<file path="src/sv/cdd_pkg.sv">
// shared types and constants for the clock drift discipline block
package cdd_pkg;

    localparam int unsigned UNITS_PER_SECOND_DEF = 1000000000;
    localparam logic [31:0] NOMINAL_RESET = 32'd4000000;

    localparam int TIME_W   = 62;
    localparam int WIDE_W   = 64;
    localparam int WORD_W   = 32;
    localparam int STEP_W   = 30;
    localparam int SMAG_W   = 29;
    localparam int CFG_IDX_W = 2;

    // reciprocal of ten for 32-bit operands: x / 10 == (x * RECIP10) >> RECIP10_SHIFT
    localparam logic [31:0] RECIP10 = 32'hCCCC_CCCD;
    localparam int RECIP10_SHIFT = 35;

    localparam logic [CFG_IDX_W-1:0] REG_BOOT_SECONDS = CFG_IDX_W'(0);
    localparam logic [CFG_IDX_W-1:0] REG_NOMINAL_TICK = CFG_IDX_W'(1);

    typedef enum logic [1:0] {
        DIV_SLEW,
        DIV_GAP,
        DIV_RATE
    } div_sel_t;

    typedef struct packed {
        logic     load_in;
        logic     mul;
        logic     calc_drift;
        logic     div_start;
        div_sel_t div_sel;
        logic     cap_q;
        logic     cap_tgap;
        logic     cap_dpt;
        logic     finish;
    } cdd_cmd_t;

    typedef struct packed {
        logic drift_zero;
        logic smag_zero;
        logic nudge_ok;
        logic tgap_zero;
        logic div_done;
    } cdd_status_t;

endpackage

</file>
<file path="src/sv/cdd_div.sv">
// 64-bit unsigned restoring divider, one quotient bit per cycle
module cdd_div
    import cdd_pkg::*;
(
    input  logic              clk,
    input  logic              rst_n,
    input  logic              start,
    input  logic [WIDE_W-1:0] dividend,
    input  logic [WIDE_W-1:0] divisor,
    output logic              done,
    output logic [WIDE_W-1:0] quotient
);

    localparam int CNT_W = $clog2(WIDE_W);

    logic              busy_reg;
    logic              done_reg;
    logic [CNT_W-1:0]  cnt_reg;
    logic [WIDE_W-1:0] rem_reg;
    logic [WIDE_W-1:0] quo_reg;
    logic [WIDE_W-1:0] dsr_reg;

    logic [WIDE_W:0]   shifted;
    logic [WIDE_W:0]   diff;
    logic              fits;

    always_comb
    begin
        shifted = {rem_reg, quo_reg[WIDE_W-1]};
        diff    = shifted - {1'b0, dsr_reg};
        fits    = (shifted >= {1'b0, dsr_reg});
    end

    always_ff @(posedge clk or negedge rst_n)
    begin
        if (!rst_n)
        begin
            busy_reg <= 1'b0;
            done_reg <= 1'b0;
            cnt_reg  <= '0;
        end
        else
        begin
            done_reg <= 1'b0;
            if (start)
            begin
                busy_reg <= 1'b1;
                cnt_reg  <= '0;
            end
            else if (busy_reg)
            begin
                cnt_reg <= cnt_reg + 1'b1;
                if (cnt_reg == CNT_W'(WIDE_W - 1))
                begin
                    busy_reg <= 1'b0;
                    done_reg <= 1'b1;
                end
            end
        end
    end

    always_ff @(posedge clk)
    begin
        if (start)
        begin
            rem_reg <= '0;
            quo_reg <= dividend;
            dsr_reg <= divisor;
        end
        else if (busy_reg)
        begin
            rem_reg <= fits ? diff[WIDE_W-1:0] : shifted[WIDE_W-1:0];
            quo_reg <= {quo_reg[WIDE_W-2:0], fits};
        end
    end

    assign done     = done_reg;
    assign quotient = quo_reg;

endmodule

</file>
<file path="src/sv/cdd_datapath.sv">
// datapath: drift arithmetic, slew and tick state, counters and result register
module cdd_datapath
    import cdd_pkg::*;
#(
    parameter int unsigned UNITS_PER_SECOND = UNITS_PER_SECOND_DEF
)
(
    input  logic                 clk,
    input  logic                 rst_n,
    input  cdd_cmd_t             cmd,
    output cdd_status_t          status,
    input  logic                 cfg_we,
    input  logic [CFG_IDX_W-1:0] cfg_index,
    input  logic [WORD_W-1:0]    cfg_data,
    input  logic [TIME_W-1:0]    edge_time,
    input  logic [WORD_W-1:0]    rtc_seconds,
    input  logic [TIME_W-1:0]    now_time,
    output logic signed [WIDE_W-1:0] drift,
    output logic signed [STEP_W-1:0] slew_step,
    output logic [WORD_W-1:0]    slew_ticks,
    output logic [WORD_W-1:0]    tick_length,
    output logic                 first_resync,
    output logic                 multi_second,
    output logic [WORD_W-1:0]    resync_total,
    output logic [WORD_W-1:0]    multi_second_total
);

    localparam int SCALE_W = $clog2(UNITS_PER_SECOND + 1);
    localparam int PROD_W  = WORD_W + 1 + SCALE_W + 1;
    localparam logic [SCALE_W-1:0] SCALE    = SCALE_W'(UNITS_PER_SECOND);
    localparam logic [WIDE_W-1:0]  SCALE_WD = WIDE_W'(UNITS_PER_SECOND);

    // architectural state
    logic [WORD_W-1:0]  boot_reg;
    logic [WORD_W-1:0]  tick_reg;
    logic [TIME_W-1:0]  last_time_reg;
    logic               last_pos_reg;
    logic               seen_reg;
    logic [STEP_W-1:0]  step_reg;
    logic [WORD_W-1:0]  ticks_reg;
    logic [WORD_W-1:0]  resync_cnt_reg;
    logic [WORD_W-1:0]  multi_cnt_reg;
    logic               nudge_hit_reg;

    // per-item working registers
    logic [TIME_W-1:0]  edge_reg;
    logic [WORD_W-1:0]  rtc_reg;
    logic [TIME_W-1:0]  now_reg;
    logic [WIDE_W-1:0]  prod_reg;
    logic [SMAG_W-1:0]  smag_reg;
    logic [WIDE_W-1:0]  drift_reg;
    logic [WIDE_W-1:0]  q_reg;
    logic [WIDE_W-1:0]  tgap_reg;
    logic [WIDE_W-1:0]  dpt_reg;

    // result register
    logic [WIDE_W-1:0]  out_drift_reg;
    logic [STEP_W-1:0]  out_step_reg;
    logic [WORD_W-1:0]  out_ticks_reg;
    logic [WORD_W-1:0]  out_tick_reg;
    logic               out_first_reg;
    logic               out_multi_reg;
    logic [WORD_W-1:0]  out_resync_reg;
    logic [WORD_W-1:0]  out_mcnt_reg;

    logic signed [WORD_W:0]  secs;
    logic signed [SCALE_W:0] scale_s;
    logic signed [PROD_W-1:0] prod_full;
    logic [2*WORD_W-1:0]     recip_prod;
    logic [WIDE_W-1:0]       drift_next;
    logic                    neg;
    logic                    drift_zero;
    logic [WIDE_W-1:0]       mag;
    logic [WIDE_W-1:0]       gap;
    logic [WIDE_W-1:0]       div_dividend;
    logic [WIDE_W-1:0]       div_divisor;
    logic                    div_done;
    logic [WIDE_W-1:0]       div_quotient;
    logic [WORD_W-1:0]       adj_whole;
    logic [3:0]              adj_frac;
    logic [WORD_W-1:0]       adj32;
    logic [STEP_W-1:0]       step_next;
    logic [WORD_W-1:0]       ticks_next;
    logic [WORD_W-1:0]       tick_next;
    logic                    multi;
    logic [WORD_W-1:0]       resync_next;
    logic [WORD_W-1:0]       mcnt_next;

    always_comb
    begin
        secs       = $signed({1'b0, rtc_reg}) - $signed({1'b0, boot_reg});
        scale_s    = $signed({1'b0, SCALE});
        prod_full  = secs * scale_s;
        recip_prod = tick_reg * RECIP10;
        drift_next = {2'b00, edge_reg} - prod_reg;
        neg        = drift_reg[WIDE_W-1];
        drift_zero = (drift_reg == '0);
        mag        = neg ? (WIDE_W'(0) - drift_reg) : drift_reg;
        gap        = {2'b00, now_reg} - {2'b00, last_time_reg};
    end

    always_comb
    begin
        unique case (cmd.div_sel)
            DIV_SLEW:
            begin
                div_dividend = mag;
                div_divisor  = WIDE_W'(smag_reg);
            end
            DIV_GAP:
            begin
                div_dividend = gap;
                div_divisor  = WIDE_W'(tick_reg);
            end
            DIV_RATE:
            begin
                div_dividend = mag;
                div_divisor  = tgap_reg;
            end
            default:
            begin
                div_dividend = mag;
                div_divisor  = tgap_reg;
            end
        endcase
    end

    cdd_div u_div (
        .clk      (clk),
        .rst_n    (rst_n),
        .start    (cmd.div_start),
        .dividend (div_dividend),
        .divisor  (div_divisor),
        .done     (div_done),
        .quotient (div_quotient)
    );

    // three quarters of the drift per tick, truncated, low word only
    always_comb
    begin
        adj_whole = dpt_reg[WORD_W+1:2];
        adj_frac  = {2'b00, dpt_reg[1:0]} + {1'b0, dpt_reg[1:0], 1'b0};
        adj32     = adj_whole + {adj_whole[WORD_W-2:0], 1'b0} + WORD_W'(adj_frac[3:2]);
    end

    always_comb
    begin
        step_next  = step_reg;
        ticks_next = ticks_reg;
        if (!drift_zero)
        begin
            if (smag_reg == '0)
            begin
                step_next  = '0;
                ticks_next = '0;
            end
            else
            begin
                ticks_next = (|q_reg[WIDE_W-1:WORD_W]) ? '1 : q_reg[WORD_W-1:0];
                step_next  = neg ? (STEP_W'(0) - STEP_W'(smag_reg)) : STEP_W'(smag_reg);
            end
        end
        tick_next = tick_reg;
        if (nudge_hit_reg)
        begin
            tick_next = neg ? (tick_reg + adj32) : (tick_reg - adj32);
        end
        multi       = (mag > SCALE_WD);
        resync_next = resync_cnt_reg + 1'b1;
        mcnt_next   = multi ? (multi_cnt_reg + 1'b1) : multi_cnt_reg;
    end

    always_ff @(posedge clk or negedge rst_n)
    begin
        if (!rst_n)
        begin
            boot_reg       <= '0;
            tick_reg       <= NOMINAL_RESET;
            last_time_reg  <= '0;
            last_pos_reg   <= 1'b0;
            seen_reg       <= 1'b0;
            step_reg       <= '0;
            ticks_reg      <= '0;
            resync_cnt_reg <= '0;
            multi_cnt_reg  <= '0;
            nudge_hit_reg  <= 1'b0;
        end
        else if (cmd.finish)
        begin
            tick_reg       <= tick_next;
            last_time_reg  <= now_reg;
            last_pos_reg   <= !neg && !drift_zero;
            seen_reg       <= 1'b1;
            step_reg       <= step_next;
            ticks_reg      <= ticks_next;
            resync_cnt_reg <= resync_next;
            multi_cnt_reg  <= mcnt_next;
        end
        else
        begin
            if (cmd.load_in)
            begin
                nudge_hit_reg <= 1'b0;
            end
            else if (cmd.cap_dpt)
            begin
                nudge_hit_reg <= 1'b1;
            end
            if (cfg_we && (cfg_index == REG_BOOT_SECONDS))
            begin
                boot_reg <= cfg_data;
            end
            if (cfg_we && (cfg_index == REG_NOMINAL_TICK))
            begin
                tick_reg <= cfg_data;
            end
        end
    end

    always_ff @(posedge clk)
    begin
        if (cmd.load_in)
        begin
            edge_reg <= edge_time;
            rtc_reg  <= rtc_seconds;
            now_reg  <= now_time;
        end
        if (cmd.mul)
        begin
            prod_reg <= WIDE_W'(prod_full);
            smag_reg <= recip_prod[RECIP10_SHIFT +: SMAG_W];
        end
        if (cmd.calc_drift)
        begin
            drift_reg <= drift_next;
        end
        if (cmd.cap_q)
        begin
            q_reg <= div_quotient;
        end
        if (cmd.cap_tgap)
        begin
            tgap_reg <= div_quotient;
        end
        if (cmd.cap_dpt)
        begin
            dpt_reg <= div_quotient;
        end
        if (cmd.finish)
        begin
            out_drift_reg  <= drift_reg;
            out_step_reg   <= step_next;
            out_ticks_reg  <= ticks_next;
            out_tick_reg   <= tick_next;
            out_first_reg  <= !seen_reg;
            out_multi_reg  <= multi;
            out_resync_reg <= resync_next;
            out_mcnt_reg   <= mcnt_next;
        end
    end

    always_comb
    begin
        status.drift_zero = drift_zero;
        status.smag_zero  = (smag_reg == '0);
        status.nudge_ok   = seen_reg && ((!neg && !drift_zero) == last_pos_reg)
                            && (tick_reg != '0);
        status.tgap_zero  = (tgap_reg == '0);
        status.div_done   = div_done;
    end

    assign drift              = $signed(out_drift_reg);
    assign slew_step          = $signed(out_step_reg);
    assign slew_ticks         = out_ticks_reg;
    assign tick_length        = out_tick_reg;
    assign first_resync       = out_first_reg;
    assign multi_second       = out_multi_reg;
    assign resync_total       = out_resync_reg;
    assign multi_second_total = out_mcnt_reg;

endmodule

</file>
<file path="src/sv/cdd_ctrl.sv">
// controller: sequences one resync item through the datapath and owns the handshakes
module cdd_ctrl
    import cdd_pkg::*;
(
    input  logic        clk,
    input  logic        rst_n,
    input  logic        in_valid,
    output logic        in_stall,
    output logic        out_valid,
    input  logic        out_stall,
    output cdd_cmd_t    cmd,
    input  cdd_status_t status
);

    typedef enum logic [3:0] {
        S_IDLE,
        S_MUL,
        S_DRIFT,
        S_SLEW,
        S_SLEW_WAIT,
        S_GAP,
        S_GAP_WAIT,
        S_RATE,
        S_RATE_WAIT,
        S_FIN
    } state_t;

    state_t state_reg;
    state_t state_next;
    logic   out_valid_reg;
    logic   out_free;

    assign out_free = !out_valid_reg || !out_stall;

    always_comb
    begin
        cmd        = '0;
        cmd.div_sel = DIV_SLEW;
        state_next = state_reg;
        unique case (state_reg)
            S_IDLE:
            begin
                cmd.load_in = in_valid;
                if (in_valid)
                begin
                    state_next = S_MUL;
                end
            end
            S_MUL:
            begin
                cmd.mul    = 1'b1;
                state_next = S_DRIFT;
            end
            S_DRIFT:
            begin
                cmd.calc_drift = 1'b1;
                state_next     = S_SLEW;
            end
            S_SLEW:
            begin
                cmd.div_sel = DIV_SLEW;
                if (!status.drift_zero && !status.smag_zero)
                begin
                    cmd.div_start = 1'b1;
                    state_next    = S_SLEW_WAIT;
                end
                else
                begin
                    state_next = S_GAP;
                end
            end
            S_SLEW_WAIT:
            begin
                cmd.cap_q = status.div_done;
                if (status.div_done)
                begin
                    state_next = S_GAP;
                end
            end
            S_GAP:
            begin
                cmd.div_sel = DIV_GAP;
                if (status.nudge_ok)
                begin
                    cmd.div_start = 1'b1;
                    state_next    = S_GAP_WAIT;
                end
                else
                begin
                    state_next = S_FIN;
                end
            end
            S_GAP_WAIT:
            begin
                cmd.cap_tgap = status.div_done;
                if (status.div_done)
                begin
                    state_next = S_RATE;
                end
            end
            S_RATE:
            begin
                cmd.div_sel = DIV_RATE;
                if (!status.tgap_zero)
                begin
                    cmd.div_start = 1'b1;
                    state_next    = S_RATE_WAIT;
                end
                else
                begin
                    state_next = S_FIN;
                end
            end
            S_RATE_WAIT:
            begin
                cmd.div_sel = DIV_RATE;
                cmd.cap_dpt = status.div_done;
                if (status.div_done)
                begin
                    state_next = S_FIN;
                end
            end
            S_FIN:
            begin
                cmd.finish = out_free;
                if (out_free)
                begin
                    state_next = S_IDLE;
                end
            end
            default:
            begin
                state_next = S_IDLE;
            end
        endcase
    end

    always_ff @(posedge clk or negedge rst_n)
    begin
        if (!rst_n)
        begin
            state_reg     <= S_IDLE;
            out_valid_reg <= 1'b0;
        end
        else
        begin
            state_reg <= state_next;
            if (cmd.finish)
            begin
                out_valid_reg <= 1'b1;
            end
            else if (!out_stall)
            begin
                out_valid_reg <= 1'b0;
            end
        end
    end

    assign in_stall  = (state_reg != S_IDLE);
    assign out_valid = out_valid_reg;

    // an accepted item keeps the input closed until its result is written
    a_accept_closes: assert property (@(posedge clk) disable iff (!rst_n)
        (in_valid && !in_stall) |=> in_stall)
        else $error("input open right after an item was accepted");

    // the divider never reports done in the cycle after it was started
    a_div_takes_time: assert property (@(posedge clk) disable iff (!rst_n)
        cmd.div_start |=> !status.div_done)
        else $error("divider done one cycle after start");

    // a new result only appears out of the finishing state
    a_result_from_fin: assert property (@(posedge clk) disable iff (!rst_n)
        $rose(out_valid_reg) |-> $past(state_reg == S_FIN))
        else $error("result raised outside the finishing state");

    // a finish never overwrites a result that is still held
    a_no_overwrite: assert property (@(posedge clk) disable iff (!rst_n)
        cmd.finish |-> (!out_valid_reg || !out_stall))
        else $error("result overwritten while stalled");

endmodule

</file>
<file path="src/sv/clock_drift_discipline.sv">
// top level of the clock drift discipline block
// Each accepted input item is one resync event: the system time seen at an RTC
// seconds tick, the RTC seconds read just after it, and the current system time.
// The block works out drift = edge_time - (rtc_seconds - boot_seconds) * units per
// second (modulo 2^64), loads a slew of +-tick/10 per tick for |drift|/step ticks
// when the drift is nonzero, and on a later event whose drift sign matches the
// previous one moves the tick length by 3/4 of the drift per elapsed tick. It also
// counts resync events and events whose drift exceeds one second. One item is
// handled at a time; an item needs from none up to three 64-bit divisions
// (drift by step, gap by tick, drift by elapsed ticks), all run in turn on the
// single shared radix-2 divider. The finished result sits in an output register,
// so the next item is taken as soon as the previous result has been written there.
// Writing nominal_tick also reloads the tick length; configuration is always
// ready and is only to be written while the block is idle.
module clock_drift_discipline
    import cdd_pkg::*;
#(
    parameter int unsigned UNITS_PER_SECOND = UNITS_PER_SECOND_DEF
)
(
    input  logic                     clk,
    input  logic                     rst_n,
    // resync item in
    input  logic                     in_valid,
    output logic                     in_stall,
    input  logic [TIME_W-1:0]        edge_time,
    input  logic [WORD_W-1:0]        rtc_seconds,
    input  logic [TIME_W-1:0]        now_time,
    // result item out
    output logic                     out_valid,
    input  logic                     out_stall,
    output logic signed [WIDE_W-1:0] drift,
    output logic signed [STEP_W-1:0] slew_step,
    output logic [WORD_W-1:0]        slew_ticks,
    output logic [WORD_W-1:0]        tick_length,
    output logic                     first_resync,
    output logic                     multi_second,
    output logic [WORD_W-1:0]        resync_total,
    output logic [WORD_W-1:0]        multi_second_total,
    // register writes
    input  logic                     cfg_valid,
    output logic                     cfg_ready,
    input  logic [CFG_IDX_W-1:0]     cfg_index,
    input  logic [WORD_W-1:0]        cfg_data
);

    cdd_cmd_t    cmd;
    cdd_status_t status;
    logic        cfg_we;

    // register writes are always accepted, no back-pressure needed
    assign cfg_ready = 1'b1;
    assign cfg_we    = cfg_valid && cfg_ready;

    cdd_ctrl u_ctrl (
        .clk       (clk),
        .rst_n     (rst_n),
        .in_valid  (in_valid),
        .in_stall  (in_stall),
        .out_valid (out_valid),
        .out_stall (out_stall),
        .cmd       (cmd),
        .status    (status)
    );

    cdd_datapath #(
        .UNITS_PER_SECOND (UNITS_PER_SECOND)
    ) u_datapath (
        .clk                (clk),
        .rst_n              (rst_n),
        .cmd                (cmd),
        .status             (status),
        .cfg_we             (cfg_we),
        .cfg_index          (cfg_index),
        .cfg_data           (cfg_data),
        .edge_time          (edge_time),
        .rtc_seconds        (rtc_seconds),
        .now_time           (now_time),
        .drift              (drift),
        .slew_step          (slew_step),
        .slew_ticks         (slew_ticks),
        .tick_length        (tick_length),
        .first_resync       (first_resync),
        .multi_second       (multi_second),
        .resync_total       (resync_total),
        .multi_second_total (multi_second_total)
    );

endmodule

</file>
<file path="config.mk">
export PLATFORM = sky130hd
export DESIGN_NAME = clock_drift_discipline
export DESIGN_NICKNAME = d
export VERILOG_FILES = /design/src/sv/cdd_pkg.sv /design/src/sv/cdd_div.sv /design/src/sv/cdd_datapath.sv /design/src/sv/cdd_ctrl.sv /design/src/sv/clock_drift_discipline.sv
export SDC_FILE = /design/constraint.sdc
export NUM_CORES = 2
export LEC_CHECK = 0
export BUFFER_PORTS_ARGS = -buffer_cell sky130_fd_sc_hd__buf_2
export CORE_UTILIZATION = 33
export CTS_CLUSTER_SIZE = 10
export DETAILED_ROUTE_END_ITERATION = 8
export GPL_ROUTABILITY_DRIVEN = 1
export PLACE_DENSITY = 0.59
export SLEW_MARGIN = 20
export SYNTH_ARGS = -nofsm -noshare
export SYNTH_HDL_FRONTEND = slang
export SYNTH_SLANG_ARGS = --single-unit
export TNS_END_PERCENT = 100
</file>
<file path="constraint.sdc">
create_clock -name clk -period 10.7 [get_ports clk]
set_clock_uncertainty 0.2 [all_clocks]
set_input_delay 0.535 -clock clk [delete_from_list [all_inputs] [get_ports clk]]
set_output_delay 0.535 -clock clk [all_outputs]
set_load 0.02 [all_outputs]
</file>
[Word-level counts from Yosys, hierarchy flattened]
Cells that the tools add are included.
Storage, ports and cells
  flip-flop bits (word level): 1150
  input bits: 195
  output and inout port bits: 227
  logic and storage cells: 152
Operators by class
  add/subtract/negate cells: 14
  $mul: 2
  order comparisons: 2
  equal/unequal tests: 19
  mux-type cells: 50
  bitwise operators: 1
  reduce and logical (&&, ||, !) cells: 29
Operators by type and width (number)
  2-to-1 mux 64 bit: 5
  2-to-1 mux 32 bit: 8
  logical NOT 64 bit: 2
  one-hot mux 64 bit (2 select lines): 1
  2-to-1 mux 30 bit: 3
  greater-or-equal comparator 65 x 64 -> 1 bit: 1
  adder 32 x 1 -> 32 bit, second input constant: 2
  adder 32 bit: 2
  greater-than comparator 64 x 30 -> 1 bit, second input constant: 1
  multiplier 32 x 32 -> 64 bit, second input constant: 1
  subtractor 1 x 64 -> 64 bit, first input constant: 1
  subtractor 62 x 64 -> 64 bit: 1
  subtractor 64 bit: 1
  subtractor 62 x 62 -> 63 bit: 1
  multiplier 33 x 22 -> 55 bit, second input constant: 1
  one-hot mux 4 bit (10 select lines): 1
  subtractor 32 x 32 -> 33 bit: 1
  adder 32 x 2 -> 32 bit: 1
  nonzero test 32 bit: 1
  OR reduction 32 bit: 1
  subtractor 32 bit: 1
  subtractor 1 x 29 -> 30 bit, first input constant: 1
  logical NOT 29 bit: 1
  2-to-1 mux 4 bit: 6
  26 further kinds: 72

[Longest topological paths before layout]
  depth in word-level cells: 9
  mapped depth: 39
  depth with buffers taken out: 38

[Modules after synthesis]
From an unflattened synthesis, not the netlist that was laid out.
Unflattened totals
  cell total of the unflattened synthesis: 8749
  area, all modules: 92043.3 µm²
Modules (own cells, without submodules)
  cdd_datapath: instances 1, cells an instance 7429, area each 79449.9 µm², seq. area each 27109.8 µm²
  cdd_div: instances 1, cells an instance 1259, area each 12135.4 µm², seq. area each 5325.1 µm²
  cdd_ctrl: instances 1, cells an instance 59, area each 446.7 µm², seq. area each 125.1 µm²
  clock_drift_discipline: instances 1, cells an instance 2, area each 11.3 µm², seq. area each 0.0 µm²

[Least setup slack after synthesis]
No wires, ideal clock.
  kind: register to register
  start: register u_datapath.boot_reg[0]
  end: register u_datapath.prod_reg[63] (data pin)
  library setup time: 0.271 ns
  arrival time: 10.157 ns
  setup slack: 0.072 ns
  stages on the path, launching flop included: 34
  buffers on the path: 1
  period minus slack after synthesis: 10.628 ns
  cells stage by stage: dfrtp_1 -> ha_1 -> fa_1 -> nand2b_1 -> a21boi_0 -> o21ai_0 -> a211oi_1 -> o31ai_1 -> nand3_1 -> a31oi_1 -> o21bai_1 -> a32o_1 -> o21a_1 -> or2_2 -> clkbuf_1 -> inv_1 -> ha_1 -> fa_1 -> fa_1 -> fa_1 -> fa_1 -> inv_1 -> fa_1 -> inv_1 -> ha_1 -> and3_1 -> a221o_1 -> a21oi_1 -> a21oi_1 -> o41a_1 -> nand3_1 -> a31oi_1 -> a221oi_1 -> xnor3_1
On the way
  word-level cells in the longest chain between the ends: 2
Ends and longest elaborated chain
  from (decl): line cdd_datapath.sv:34  | logic [WORD_W-1:0] boot_reg;
  from (signal assigned): line cdd_datapath.sv:211  | boot_reg <= cfg_data;
  subtractor 32 x 32 -> 33 bit: line cdd_datapath.sv:91  | secs = $signed({1'b0, rtc_reg}) - $signed({1'b0, boot_reg});
  multiplier 33 x 22 -> 55 bit: line cdd_datapath.sv:93  | prod_full = secs * scale_s;
  net u_datapath.prod_full[63]: line cdd_datapath.sv:68  | logic signed [PROD_W-1:0] prod_full;
  to (signal assigned): line cdd_datapath.sv:230  | prod_reg <= WIDE_W'(prod_full);
  to (decl): line cdd_datapath.sv:49  | logic [WIDE_W-1:0] prod_reg;
The timed path passes the listed nets, and every way through them passes these cells.
A chain may end at the register's enable or synchronous reset.

[Final worst setup path]
Ends and elaborated chain as after synthesis.

==> impl_results.md <==
- Bufs and invs on worst path: 2
- Synth Register Bits: 1,150
- Setup bufs post-CTS: 0
- Seq/Total Area, Yosys: 35.6%
- Final nets: roughly 11,000
- Crit share post-route: 93.8%
- Worst min path class: primary input to flip-flop
- Number of routed nets with antenna violations: 0
- Clk_lat worst skew: 0.86 ns
- Peak fanout along the critical path: 6
- Post-synth EDFFs: around 820
- Fmax: 99.6 MHz
- Placement Cell Area: between 90,000 and 100,000 um2
- Top-count cell post-synth: inv_1
- Routability Congestion: 0.968
- Die height: between 500 and 600 um
- Max cap viols: 0
- Crit path required time: between 10 and 15 ns
- CTS tree: done
- Top post-synthesis cells by area: edfxtp_1, fa_1, ha_1, dfrtp_1, inv_1
- Core area: around 270,000 um2
- Sink Count: around 1,200
- Initial core utilization: between 30% and 40%
- Synth async-reset ratio: between 20% and 30%
- Fin. max-slew vios: 0
- Total overflow reported by the global router: 0
- Setup_tns: 0 ns
- Largest net degree at the start of global routing: roughly 180
- Final Hold Viols: 0
- Post-synthesis instance area: roughly 91,000 um2
- Mapped Nets: between 10,000 and 15,000
- Critical path origin: u_datapath.boot_reg[0]
- Area Growth Syn to Fin: 14.2%
- Arrival @ worst endpoint: 10.40 ns
- Number of iterations in the first detailed-routing pass: 6
- Vias: 67,700
- Hold Crit Start: in_valid
- Vias per cell: 5.15
- Largest buffer count on any clock path: 4
- Wire length per cell: between 20 and 25 um
- First-pass GRT wire length: ~450 mm
- RSZ-0062 raised after global routing: false
- Buffers on Ports: 420
- Number of distinct library cells after synthesis: between 90 and 100
- Clock Pin Slew Worst Setup and Hold Paths: ~0.060 ns
- Top delay family on crit path: adder cells
- PostCTS Resize Cnt: 0
- Die Wd: approximately 530 um
- Status: finished, final reports clean
- DRT Wirelength: around 310 mm
- Commonest cells post-synth: inv_1, ha_1, edfxtp_1
- Syn Area/Cell: ~10 um2
- Root buffer cell: clkbuf_16
- Worst Setup Start Kind: flip-flop
- Die footprint: between 200,000 and 300,000 um2
- Crit path largest cell delay: between 0.5 and 0.6 ns
- Setup crit end kind: flip-flop
- Layout cells sized above 1: approximately 9.0%
- CTS buffer count: 153
- Max reg flops: between 100 and 150
- Cells after synthesis: 8,757
- All-Layer GR Usage: between 20% and 30%
- DR iter-0 viols: roughly 6,000
- Half-perimeter wire length after placement: roughly 250 mm
- # setup viols final: 0
- Site Rows: about 190
- Vias in the first global route: about 70,000
- DRC: 0
- Leading area contributor after synthesis: edfxtp_1
- Worst path slowest cell: fa_1
- YS warnings: 0
- Slew headroom: 18.5%
- Critical path type: flip-flop to flip-flop
- Tmin final: between 10 and 15 ns
- Post-route design area: between 100,000 and 150,000 um2
- Io pins: between 400 and 500
- Initial antenna violation count: 43
- Yosys top cell area share: a little over a quarter
- Crit Reg-Reg Startpoint: u_datapath.boot_reg[0]
- H-tree depth: 4
- Crit-path most repeated cell: fa_1
- Main synth FF type: edfxtp_1
- Least-Margin Pin Slew: between 1 and 1.5 ns
cell families (layout without fill, tap and decap cells):
group	count (synthesis)	after routing	share of synthesized area, %
fa+ha+maj	1637	1637	28.7
buf+inv	1632	2323	6.76
simple gates	1909	1909	9.92
mux	138	138	1.60
compound gates	1717	1717	11.9
xor+xnor	573	573	5.50
other cells	1	18	0.00410
flops	1150	1150	35.6
through the flow:
| stage | setup WS, ns | cells | hold WS [ns] | util, % |
|---|---|---|---|---|
| 3_5_place_dp | 0.634 | 12700 | 0.205 | 35.6 |
| 6_report | 0.661 | 13200 | 0.0640 | 38.0 |
| 5_1_grt | 0.0817 | 13100 | 0.0830 | 38.0 |
| 4_1_cts | 0.641 | 13100 | 0.0163 | 38.0 |
| 2_1_floorplan | 0.0720 | 8757 | 0.0394 | - |
| 3_3_place_gp | 0.577 | 12700 | 0.204 | 35.6 |
path summary, 6_finish.rpt:
kind | to | slack, ns | cells past startpoint
min reg2reg | u_datapath.drift_reg[7] | 0.19 | 0
max in group asynchronous | u_datapath.tick_reg[24] | 7.84 | 4
min in group asynchronous | u_datapath.resync_cnt_reg[4] | 0.22 | 2
max | u_datapath.prod_reg[63] | 0.66 | 33
min | u_ctrl.state_reg[3] | 0.06 | 5
max reg2reg | u_datapath.prod_reg[63] | 0.66 | 33
layout make-up:
class                   count  area [um2]
inverters                1371        5150
repair buffers            689        4660
well taps                3686        4610
clock inverters            28         289
multi-input cells        5975       52800
flip-flops and latches   1150       32600
clock buffers             235        4260
fillers                 26900      170000
diodes                     17        42.5
cells in the final DEF, fill, tap and decap left out, types with 17 or more instances in the layout:
cell           instances
xor2_1               277
o21a_1                61
buf_4                 75
nand2b_1              54
or2_2                 28
dfxtp_1               64
clkbuf_1              73
nor2_1               441
a21o_1               252
dfrtp_1              259
inv_1               1367
mux2i_1               72
buf_2                419
nor3_1               119
edfxtp_1             818
o31ai_1               44
xnor2_1              295
a31oi_1               61
nor4_1                56
o211ai_1              23
fa_1                 772
nand4_1               87
a211oi_1              35
diode_2               17
a21oi_1              455
a311oi_1              60
nand2_1              636
o21ai_0              479
ha_1                 865
nand3_1              154
clkbuf_16            156
and2_1                70
dlygate4sd3_1        190
or3_1                 42
and3_1                74
mux2_2                64
o21bai_1              46
nor2b_1               52
or4_1                 22
routing by layer:
layer / share of wire (%) / GRT usage, % / up-vias
met5: 0.017 / 0 / -
met4: 4.3 / 8.55 / 8
met3: 6.3 / 3.40 / 466
met2: 46 / 35.7 / 2217
met1: 43 / 29.5 / 33900
li1: - / - / 31100
worst reg2reg max path: cells and delay by family, from the launching register on:
family                   cells  cell delay, ns
adder cells (fa/ha/maj)     10            4.27
AO/OA/AOI/OAI               14            3.58
flip-flops                   1            0.37
buffers and inverters        2            0.09
XOR/XNOR                     2            0.47
AND/OR/NAND/NOR              5            0.83
timing repair:
| action | in CTS | in global routing |
|---|---|---|
| endpoints found under the hold margin | 316 | 0 |
| setup endpoints to repair | 0 | 0 |
| hold buffers | 190 | 0 |
Power is not shown: default switching activity piles up to over one toggle a cycle in this logic, so the estimate is an artifact.
